[src/rtl/spd_pkg.sv]
// Shared types, constants and helper functions of the stereo ping-pong delay.
// No dependencies; used by the interfaces, sequencer, datapath, top level and checker.
package spd_pkg;

	localparam int SAMPLE_W  = 24;
	localparam int DLY_W     = 26;
	localparam int CFG_W     = 26;
	localparam int CFG_IDX_W = 2;

	localparam logic [16:0] UNITY  = 17'd65536;
	localparam logic [15:0] FB_MAX = 16'd58982;

	localparam logic [16:0]      BALANCE_RST  = 17'd16384;
	localparam logic [DLY_W-1:0] DELAY_RST    = 26'd1228800;
	localparam logic [15:0]      FEEDBACK_RST = 16'd45875;
	localparam logic [16:0]      MIX_RST      = 17'd6554;

	typedef logic signed [SAMPLE_W-1:0] sample_t;

	typedef enum logic [CFG_IDX_W-1:0] {
		REG_BALANCE  = 2'd0,
		REG_DELAY    = 2'd1,
		REG_FEEDBACK = 2'd2,
		REG_MIX      = 2'd3
	} cfg_reg_t;

	// settings as seen by the datapath; balance, feedback and mix are clamped
	typedef struct packed {
		logic [16:0]      bal;
		logic [DLY_W-1:0] delay;
		logic [15:0]      fb;
		logic [16:0]      mix;
	} cfg_t;

	typedef struct packed {
		logic load;
		logic red;
		logic pos;
		logic idx;
		logic nxt;
		logic rd_nxt;
		logic cap_a;
		logic cap_b;
		logic ip1;
		logic ip2;
		logic mul;
		logic commit;
	} cmd_t;

	typedef struct packed {
		logic red_last;
	} stat_t;

	function automatic sample_t sat24(input logic signed [31:0] x);
		if (x > 32'sd8388607)
			return 24'sh7FFFFF;
		else if (x < -32'sd8388608)
			return 24'sh800000;
		else
			return x[SAMPLE_W-1:0];
	endfunction

	// compare-subtract steps needed to fold a delay word below span
	function automatic int red_steps(input longint span);
		int n;
		n = 0;
		for (int k = 0; k < DLY_W; k++) begin
			if ((span << k) < (longint'(1) << DLY_W))
				n++;
		end
		return n;
	endfunction

endpackage

[src/rtl/spd_ctrl.sv]
// Sequencer of the stereo ping-pong delay: steps one frame through the datapath.
// Depends on spd_pkg.
module spd_ctrl #(
	parameter int RED_STEPS = 0
) (
	input  logic           clk,
	input  logic           arst_n,
	input  logic           in_valid,
	output logic           in_ready,
	output logic           out_valid,
	input  logic           out_ready,
	output spd_pkg::cmd_t  cmd,
	input  spd_pkg::stat_t stat
);
	import spd_pkg::*;

	typedef enum logic [3:0] {
		ST_IDLE,
		ST_RED,
		ST_POS,
		ST_IDX,
		ST_RD0,
		ST_RD1,
		ST_CAP,
		ST_IP1,
		ST_IP2,
		ST_MUL,
		ST_FIN
	} state_t;

	state_t state_q;
	logic   out_vld_q;

	always_comb begin
		cmd = '0;
		unique case (state_q)
			ST_IDLE: cmd.load   = in_valid;
			ST_RED:  cmd.red    = 1'b1;
			ST_POS:  cmd.pos    = 1'b1;
			ST_IDX:  cmd.idx    = 1'b1;
			ST_RD0:  cmd.nxt    = 1'b1;
			ST_RD1: begin
				cmd.rd_nxt = 1'b1;
				cmd.cap_a  = 1'b1;
			end
			ST_CAP:  cmd.cap_b  = 1'b1;
			ST_IP1:  cmd.ip1    = 1'b1;
			ST_IP2:  cmd.ip2    = 1'b1;
			ST_MUL:  cmd.mul    = 1'b1;
			// result slot must be empty or emptying this cycle
			ST_FIN:  cmd.commit = !out_vld_q || out_ready;
			default: cmd = '0;
		endcase
	end

	assign in_ready  = (state_q == ST_IDLE);
	assign out_valid = out_vld_q;

	always_ff @(posedge clk or negedge arst_n) begin
		if (!arst_n) begin
			state_q   <= ST_IDLE;
			out_vld_q <= 1'b0;
		end else begin
			if (cmd.commit)
				out_vld_q <= 1'b1;
			else if (out_ready)
				out_vld_q <= 1'b0;

			unique case (state_q)
				ST_IDLE: begin
					if (in_valid)
						state_q <= (RED_STEPS > 0) ? ST_RED : ST_POS;
				end
				ST_RED: begin
					if (stat.red_last)
						state_q <= ST_POS;
				end
				ST_POS:  state_q <= ST_IDX;
				ST_IDX:  state_q <= ST_RD0;
				ST_RD0:  state_q <= ST_RD1;
				ST_RD1:  state_q <= ST_CAP;
				ST_CAP:  state_q <= ST_IP1;
				ST_IP1:  state_q <= ST_IP2;
				ST_IP2:  state_q <= ST_MUL;
				ST_MUL:  state_q <= ST_FIN;
				ST_FIN: begin
					if (cmd.commit)
						state_q <= ST_IDLE;
				end
				default: state_q <= ST_IDLE;
			endcase
		end
	end
endmodule

[config.mk]
export PLATFORM = sky130hd
export DESIGN_NAME = spd_ctrl
export DESIGN_NICKNAME = d
export VERILOG_FILES = /design/src/rtl/spd_pkg.sv /design/src/rtl/spd_ctrl.sv
export SDC_FILE = /design/constraint.sdc
export NUM_CORES = 1
export LEC_CHECK = 0
export BUFFER_PORTS_ARGS = -buffer_cell sky130_fd_sc_hd__buf_2
export CORE_AREA = 2 2 39 41
export DETAILED_ROUTE_END_ITERATION = 8
export DIE_AREA = 0 0 41 43
export SLEW_MARGIN = 20
export SYNTH_ARGS = -nofsm -noshare
export SYNTH_HDL_FRONTEND = slang
export SYNTH_SLANG_ARGS = --single-unit
export TNS_END_PERCENT = 100
[constraint.sdc]
create_clock -name clk -period 1.9 [get_ports clk]
set_input_delay 0.38 -clock clk [delete_from_list [all_inputs] [get_ports clk]]
set_output_delay 0.38 -clock clk [all_outputs]
set_load 0.02 [all_outputs]
==> reports/metrics.csv, run 1 <==
metric,value,unit
main combinational cell family by area after synthesis,simple AND/OR/NAND/NOR gates,
total chip power,917,µW
dpl cells,73,
CTS tree,yes,
Final Hold Viols,0,
FF+latch area,125,µm²
Worst path depth,3,
Setup Viol. Count Final,0,
CP Buf/Inv Count,1,
number of max-slew violations in the final report,0,
most frequent cells in the layout,"buf_2 (18), nor2_1 (7), nor3_1 (6)",
setup TNS,0,ns
R2R cell count,3,
HPWL after detailed placement,610,µm
port bufs,18,
Synth Area in Compound Gates,0.131,
fmax,563,MHz
vias in the first global route,313,
synth warn,0,
Syn Inst Count,43,
Startpoint Class,flip-flop,
post-CTS setup buffers,0,
Layout Cells excl Fill,78,
setup ws final,0.123,ns
VDD IR max,707,µV
crit-path leading delay family,simple AND/OR/NAND/NOR gates,
Crit Path Class,reg -> out,
Sw Share,0.506,
die width,41,µm
clock network fraction of design power,0.137,
Adder-Cell Fraction of Synth Area,0,
die area,1760,µm²
Synth Cell Area,362,µm²
sequential area share after synthesis,0.346,
CP required,1.52,ns
crit path cell chain,"nor4_2, and2_1, buf_2",
reg-to-reg endpoint,state_q[0],
worst hold-check path type,in -> reg,
multi-input logic area,204,µm²
sequential share of power,0.282,
synthesized flop and latch total,5,
CP max stage delay,0.49,ns
die height,43,µm
NetSw,464,µW
outcome,"finished, final reports clean",
Static Leak,0.246,nW
min cycle time layout,1.78,ns
combinational share of power,0.582,
routed via count,355,
Synth cell types,19,
Row Count,14,
CTS Root Buffer Type,clkbuf_4,
CP startpoint,state_q[0],
initial antenna violation count,0,
Overflow after GRT,0,
M1 wire length,374,µm
layout cells sized above 1,0.387,
Crit-path slowest cell,dfrtp_1,
GRT Util Overall,0.111,
1st-iter DRT viols,4,
post-route ant nets,0,
ant diodes,0,
power per cell area,1900,nW/µm²
DRT Wirelength,803,µm
worst skew pair latency,0.25,ns
Avg Synthesized Cell Area,8.41,µm²
Routed wire per std cell,10.3,µm
post-synthesis mux area share,0,
unrepaired setup endpoints after global routing,false,
fin area,483,µm²
Worst Path Max Fanout,10,
DR vias/cell,4.55,
IO Pins,19,
met2 WL post-DR,329,µm
clock input transition at the sequential cells of the worst setup and hold paths,0.04,ns
final clock skew,0.00506,ns
drt pass-1 iters,3,
H-Tree Depth,1,
Core Area,1380,µm²
xor-xnor portion of the synthesized cell area,0.0484,
final net count,68,
Area after DPL,447,µm²
largest net degree at the start of global routing,11,
Final Cycle Share,0.936,
drc violations,0,
Setup WS pre-CTS,0.386,ns
post-synth net total,48,
"commonest non-fill, non-tap cell in the layout",buf_2,
Worst-Margin Slew,0.353,ns
Setup crit end kind,primary output,
clock tree buffer depth,2,
top layer in use,met4,
total CTS buffers,3,
worst hold path depth,3,
wire length on met3,91,µm
critical path data arrival time,1.40,ns
reg2reg start,state_q[1],
simple logic cell fraction of the synthesized area,0.367,
R2R setup slack,0.64,ns
first-pass GRT wire length,1300,µm
Initial Utilization,0.261,
Layout area overhead,33.6,%
max cap viols,0,
Worst Setup EP,cmd[11],
slew margin rel.,0.764,
Internal Power,452,µW
RD Place Congestion,0.865,
Fill cells,153,
CTS sink count,5,
-- Yosys cell counts --
library cell,instances,area (µm²)
nor2b_1,1,6.26
nor3b_1,1,7.51
nand2b_1,4,25.0
o32ai_1,1,8.76
xor2_1,2,17.5
and2_1,1,6.26
o21a_1,3,22.5
or4_1,1,7.51
o21ai_0,2,10.0
dfrtp_1,5,125
nor4_1,1,6.26
nor3_1,6,30.0
buf_4,3,22.5
buf_2,1,5.00
nand2b_4,1,13.8
o22ai_1,1,6.26
nand2_1,1,3.75
nor2_1,7,26.3
buf_6,1,11.3
-- power by group through the flow --
stage	registers [mW]	logic, mW	clock network [mW]
floorplan	0.180	0.518	0
global placement	0.260	0.540	0
detailed placement	0.257	0.539	0
CTS	0.259	0.539	0.131
global route	0.272	0.600	0.140
finish	0.258	0.533	0.126
-- routing by layer --
| metal | up-vias | track usage |
|---|---|---|
| met1 | 153 | 0.153 |
| li1 | 184 | - |
| met2 | 16 | 0.141 |
| met3 | 2 | 0.0628 |
| met5 | - | 0 |
| met4 | 0 | 0.0400 |
-- worst min-delay path by stage --
stage / from / endpoint
floorplan: arst_n / out_valid
global placement: arst_n / out_valid
detailed placement: arst_n / out_valid
CTS: stat / state_q[0]
global route: arst_n / state_q[1]
finish: stat / state_q[0]
-- final cells by class --
cell class / instances / area share
Multi-Input combinational cell: 33 / 0.422
Sequential cell: 5 / 0.259
Timing Repair Buffer: 20 / 0.223
Clock buffer: 4 / 0.0544
Tap cell: 16 / 0.0415
-- logic make-up (layout without fill, tap and decap cells) --
family          count (synthesis)  in the layout
simple gates                   24             24
flops                           5              5
buf+inv                         5             24
compound gates                  7              7
xor+xnor                        2              2
-- sequential cells by signal (all words and copies together) (netlist names) --
register,cells
state_q,4
out_valid,1
-- metrics by stage --
stage          hold slack, ns   util
2_1_floorplan          0.0844      -
3_3_place_gp            0.201  0.323
3_5_place_dp            0.197  0.323
4_1_cts                 0.428  0.349
5_1_grt                 0.473  0.349
6_report                0.434  0.349
-- worst min-delay path, cell delays in order --
cell	delay [ns]
buf_2	0.09
or4_1	0.09
o21ai_0	0.06
-- timing repair --
action | CTS | global route
endpoints found under the hold margin | 5 | 0
resized for setup | 0 | 0
hold buffers | 1 | 0
Note: power is estimated with default switching activity, not from simulation.
==> run 2, diff against run 1 <==
==> constraint.sdc (replaced) <==
create_clock -name clk -period 1.9 [get_ports clk]
set_input_delay 0.57 -clock clk [delete_from_list [all_inputs] [get_ports clk]]
set_output_delay 0.57 -clock clk [all_outputs]
set_load 0.02 [all_outputs]
==> reports/metrics.csv, run 2 (synthesized netlist as in run 1, its figures left out) <==
metric,value,unit,change
Crit-path slowest cell,dfrtp_2,,
critical path data arrival time,1.28,ns,-0.12 ns
Startpoint Class,flip-flop,,
Layout area overhead,50.5,%,
Final Cycle Share,0.974,,+0.0387
Overflow after GRT,0,,unchanged
clock input transition at the sequential cells of the worst setup and hold paths,0.05,ns,about the same
R2R cell count,3,,unchanged
Worst Setup EP,cmd[11],,
total chip power,1.09,mW,+19%
HPWL after detailed placement,680,µm,+11%
hold buffers post-CTS,0,,-1
max reg flops,4,,unchanged
post-route ant nets,0,,unchanged
VDD IR max,901,µV,+27%
Static Leak,0.273,nW,+11%
CP max stage delay,0.47,ns,-0.02 ns
final clock skew,0.00294,ns,-0.00212 ns
post-layout util,0.393,,+0.0443
met2 Usage GRT,0.175,,+0.0344
drc violations,0,,unchanged
layout cells sized above 1,0.545,,+0.158
port bufs,18,,unchanged
H-Tree Depth,1,,unchanged
GRT Util Overall,0.123,,+0.0121
unrepaired setup endpoints after global routing,true,,
DR vias/cell,4.82,,+5.8%
"Most Used Layer, Global Route",met1,,
DRT Wirelength,986,µm,+23%
ant diodes,0,,unchanged
fmax,540,MHz,-4.0%
CP startpoint,state_q[1],,
RD Place Congestion,0.802,,-7.2%
Worst-Margin Slew,0.228,ns,-0.125 ns
total CTS buffers,3,,unchanged
initial antenna violation count,0,,unchanged
routed via count,395,,+11%
most frequent cells in the layout,"buf_2 (17), nor2_1 (7), nor3_1 (6), buf_4 (6)",,
1st-iter DRT viols,3,,-1
power per cell area,2000,nW/µm²,+5.6%
CTS Root Buffer Type,clkbuf_4,,
reg-to-reg endpoint,state_q[0],,
dpl cells,75,,+2.7%
CP required,1.33,ns,-0.19 ns
Setup crit end kind,primary output,,
M1 GR Usage,0.175,,+0.0227
worst hold-check path type,in -> async,,
R2R setup slack,0.59,ns,-0.05 ns
slew margin rel.,0.847,,+0.0830
max cap viols,0,,unchanged
met3 Usage GRT,0.0157,,-0.0471
Row Count,14,,unchanged
WHS,0.130,ns,-0.304 ns
die area,1760,µm²,unchanged
Setup Viol. Count Final,0,,unchanged
FF+latch area,129,µm²,+3.0%
clock tree buffer depth,2,,unchanged
min cycle time layout,1.85,ns,+0.0735 ns
Biggest register,state_q,,
number of max-slew violations in the final report,0,,unchanged
Final Hold Viols,0,,unchanged
die width,41,µm,unchanged
"commonest non-fill, non-tap cell in the layout",buf_2,,
outcome,"finished, final reports clean",,
Core Area,1380,µm²,unchanged
reg2reg start,state_q[3],,
Worst Path Max Fanout,6,,-4
Initial Utilization,0.261,,unchanged
Layout Cells excl Fill,82,,+5.1%
drt pass-1 iters,3,,unchanged
Fill cells,144,,-5.9%
worst skew pair latency,0.24,ns,about the same
die height,43,µm,unchanged
largest net degree at the start of global routing,11,,unchanged
multi-input logic area,228,µm²,+12%
CTS sink count,5,,unchanged
crit path cell chain,"nor4_4, and2_4, buf_6",,
first-pass GRT wire length,1480,µm,+13%
Crit Path Class,reg -> out,,
vias in the first global route,364,,+16%
CTS tree,yes,,
IO Pins,19,,unchanged
Routed wire per std cell,12.0,µm,+17%
final net count,72,,+5.9%
run 2: cell count changes in the layout (fill, tap and decap cells not counted), sizes merged:
cell,before,now
buf,19,24
dlygate4sd3,1,0
run 2: layout make-up:
cell class,instances,area share
multi-input combinational,33,0.418
timing repair buffer,24,0.260
sequential,5,0.237
clock buffer,4,0.0483
tap,16,0.0368
run 2: how the worst min path moves through the flow:
stage	endpoint	start	cells past startpoint
final	out_valid	arst_n	1
after global routing	out_valid	arst_n	1
after CTS	state_q[2]	arst_n	1
after detailed placement	out_valid	arst_n	1
after global placement	state_q[0]	arst_n	1
after floorplan	out_valid	arst_n	0
run 2: per-layer routing:
metal  share of wire  vias up
met2            0.47       14
met5               0        -
met4               0        0
met3           0.077        0
met1            0.45      186
li1                -      195
run 2: worst max-delay path: cells and delay by family (launching register included):
family | cells | cell delay [ns]
AND/OR/NAND/NOR | 2 | 0.46
buffers and inverters | 1 | 0.11
flip-flops | 1 | 0.47
run 2: power by group:
part	switching (mW)	internal [mW]
logic	0.388	0.315
registers	0.0948	0.165
clock network	0.0488	0.0798
run 2: timing repair:
item | CTS | global route
pin swaps | 0 | 0
setup endpoints to repair | 8 | 9
buffers inserted | 1 | 2
gates cloned | 0 | 0
gates resized for setup | 3 | 7
run 2: metrics by stage:
stage,instance area [µm²],setup WS [ns],setup TNS (ns)
after floorplan,377,0.0375,0
after global placement,470,0.173,0
after detailed placement,470,0.164,0
after CTS,509,0.0143,0
after global routing,544,-0.0461,-0.171
final,544,0.0490,0
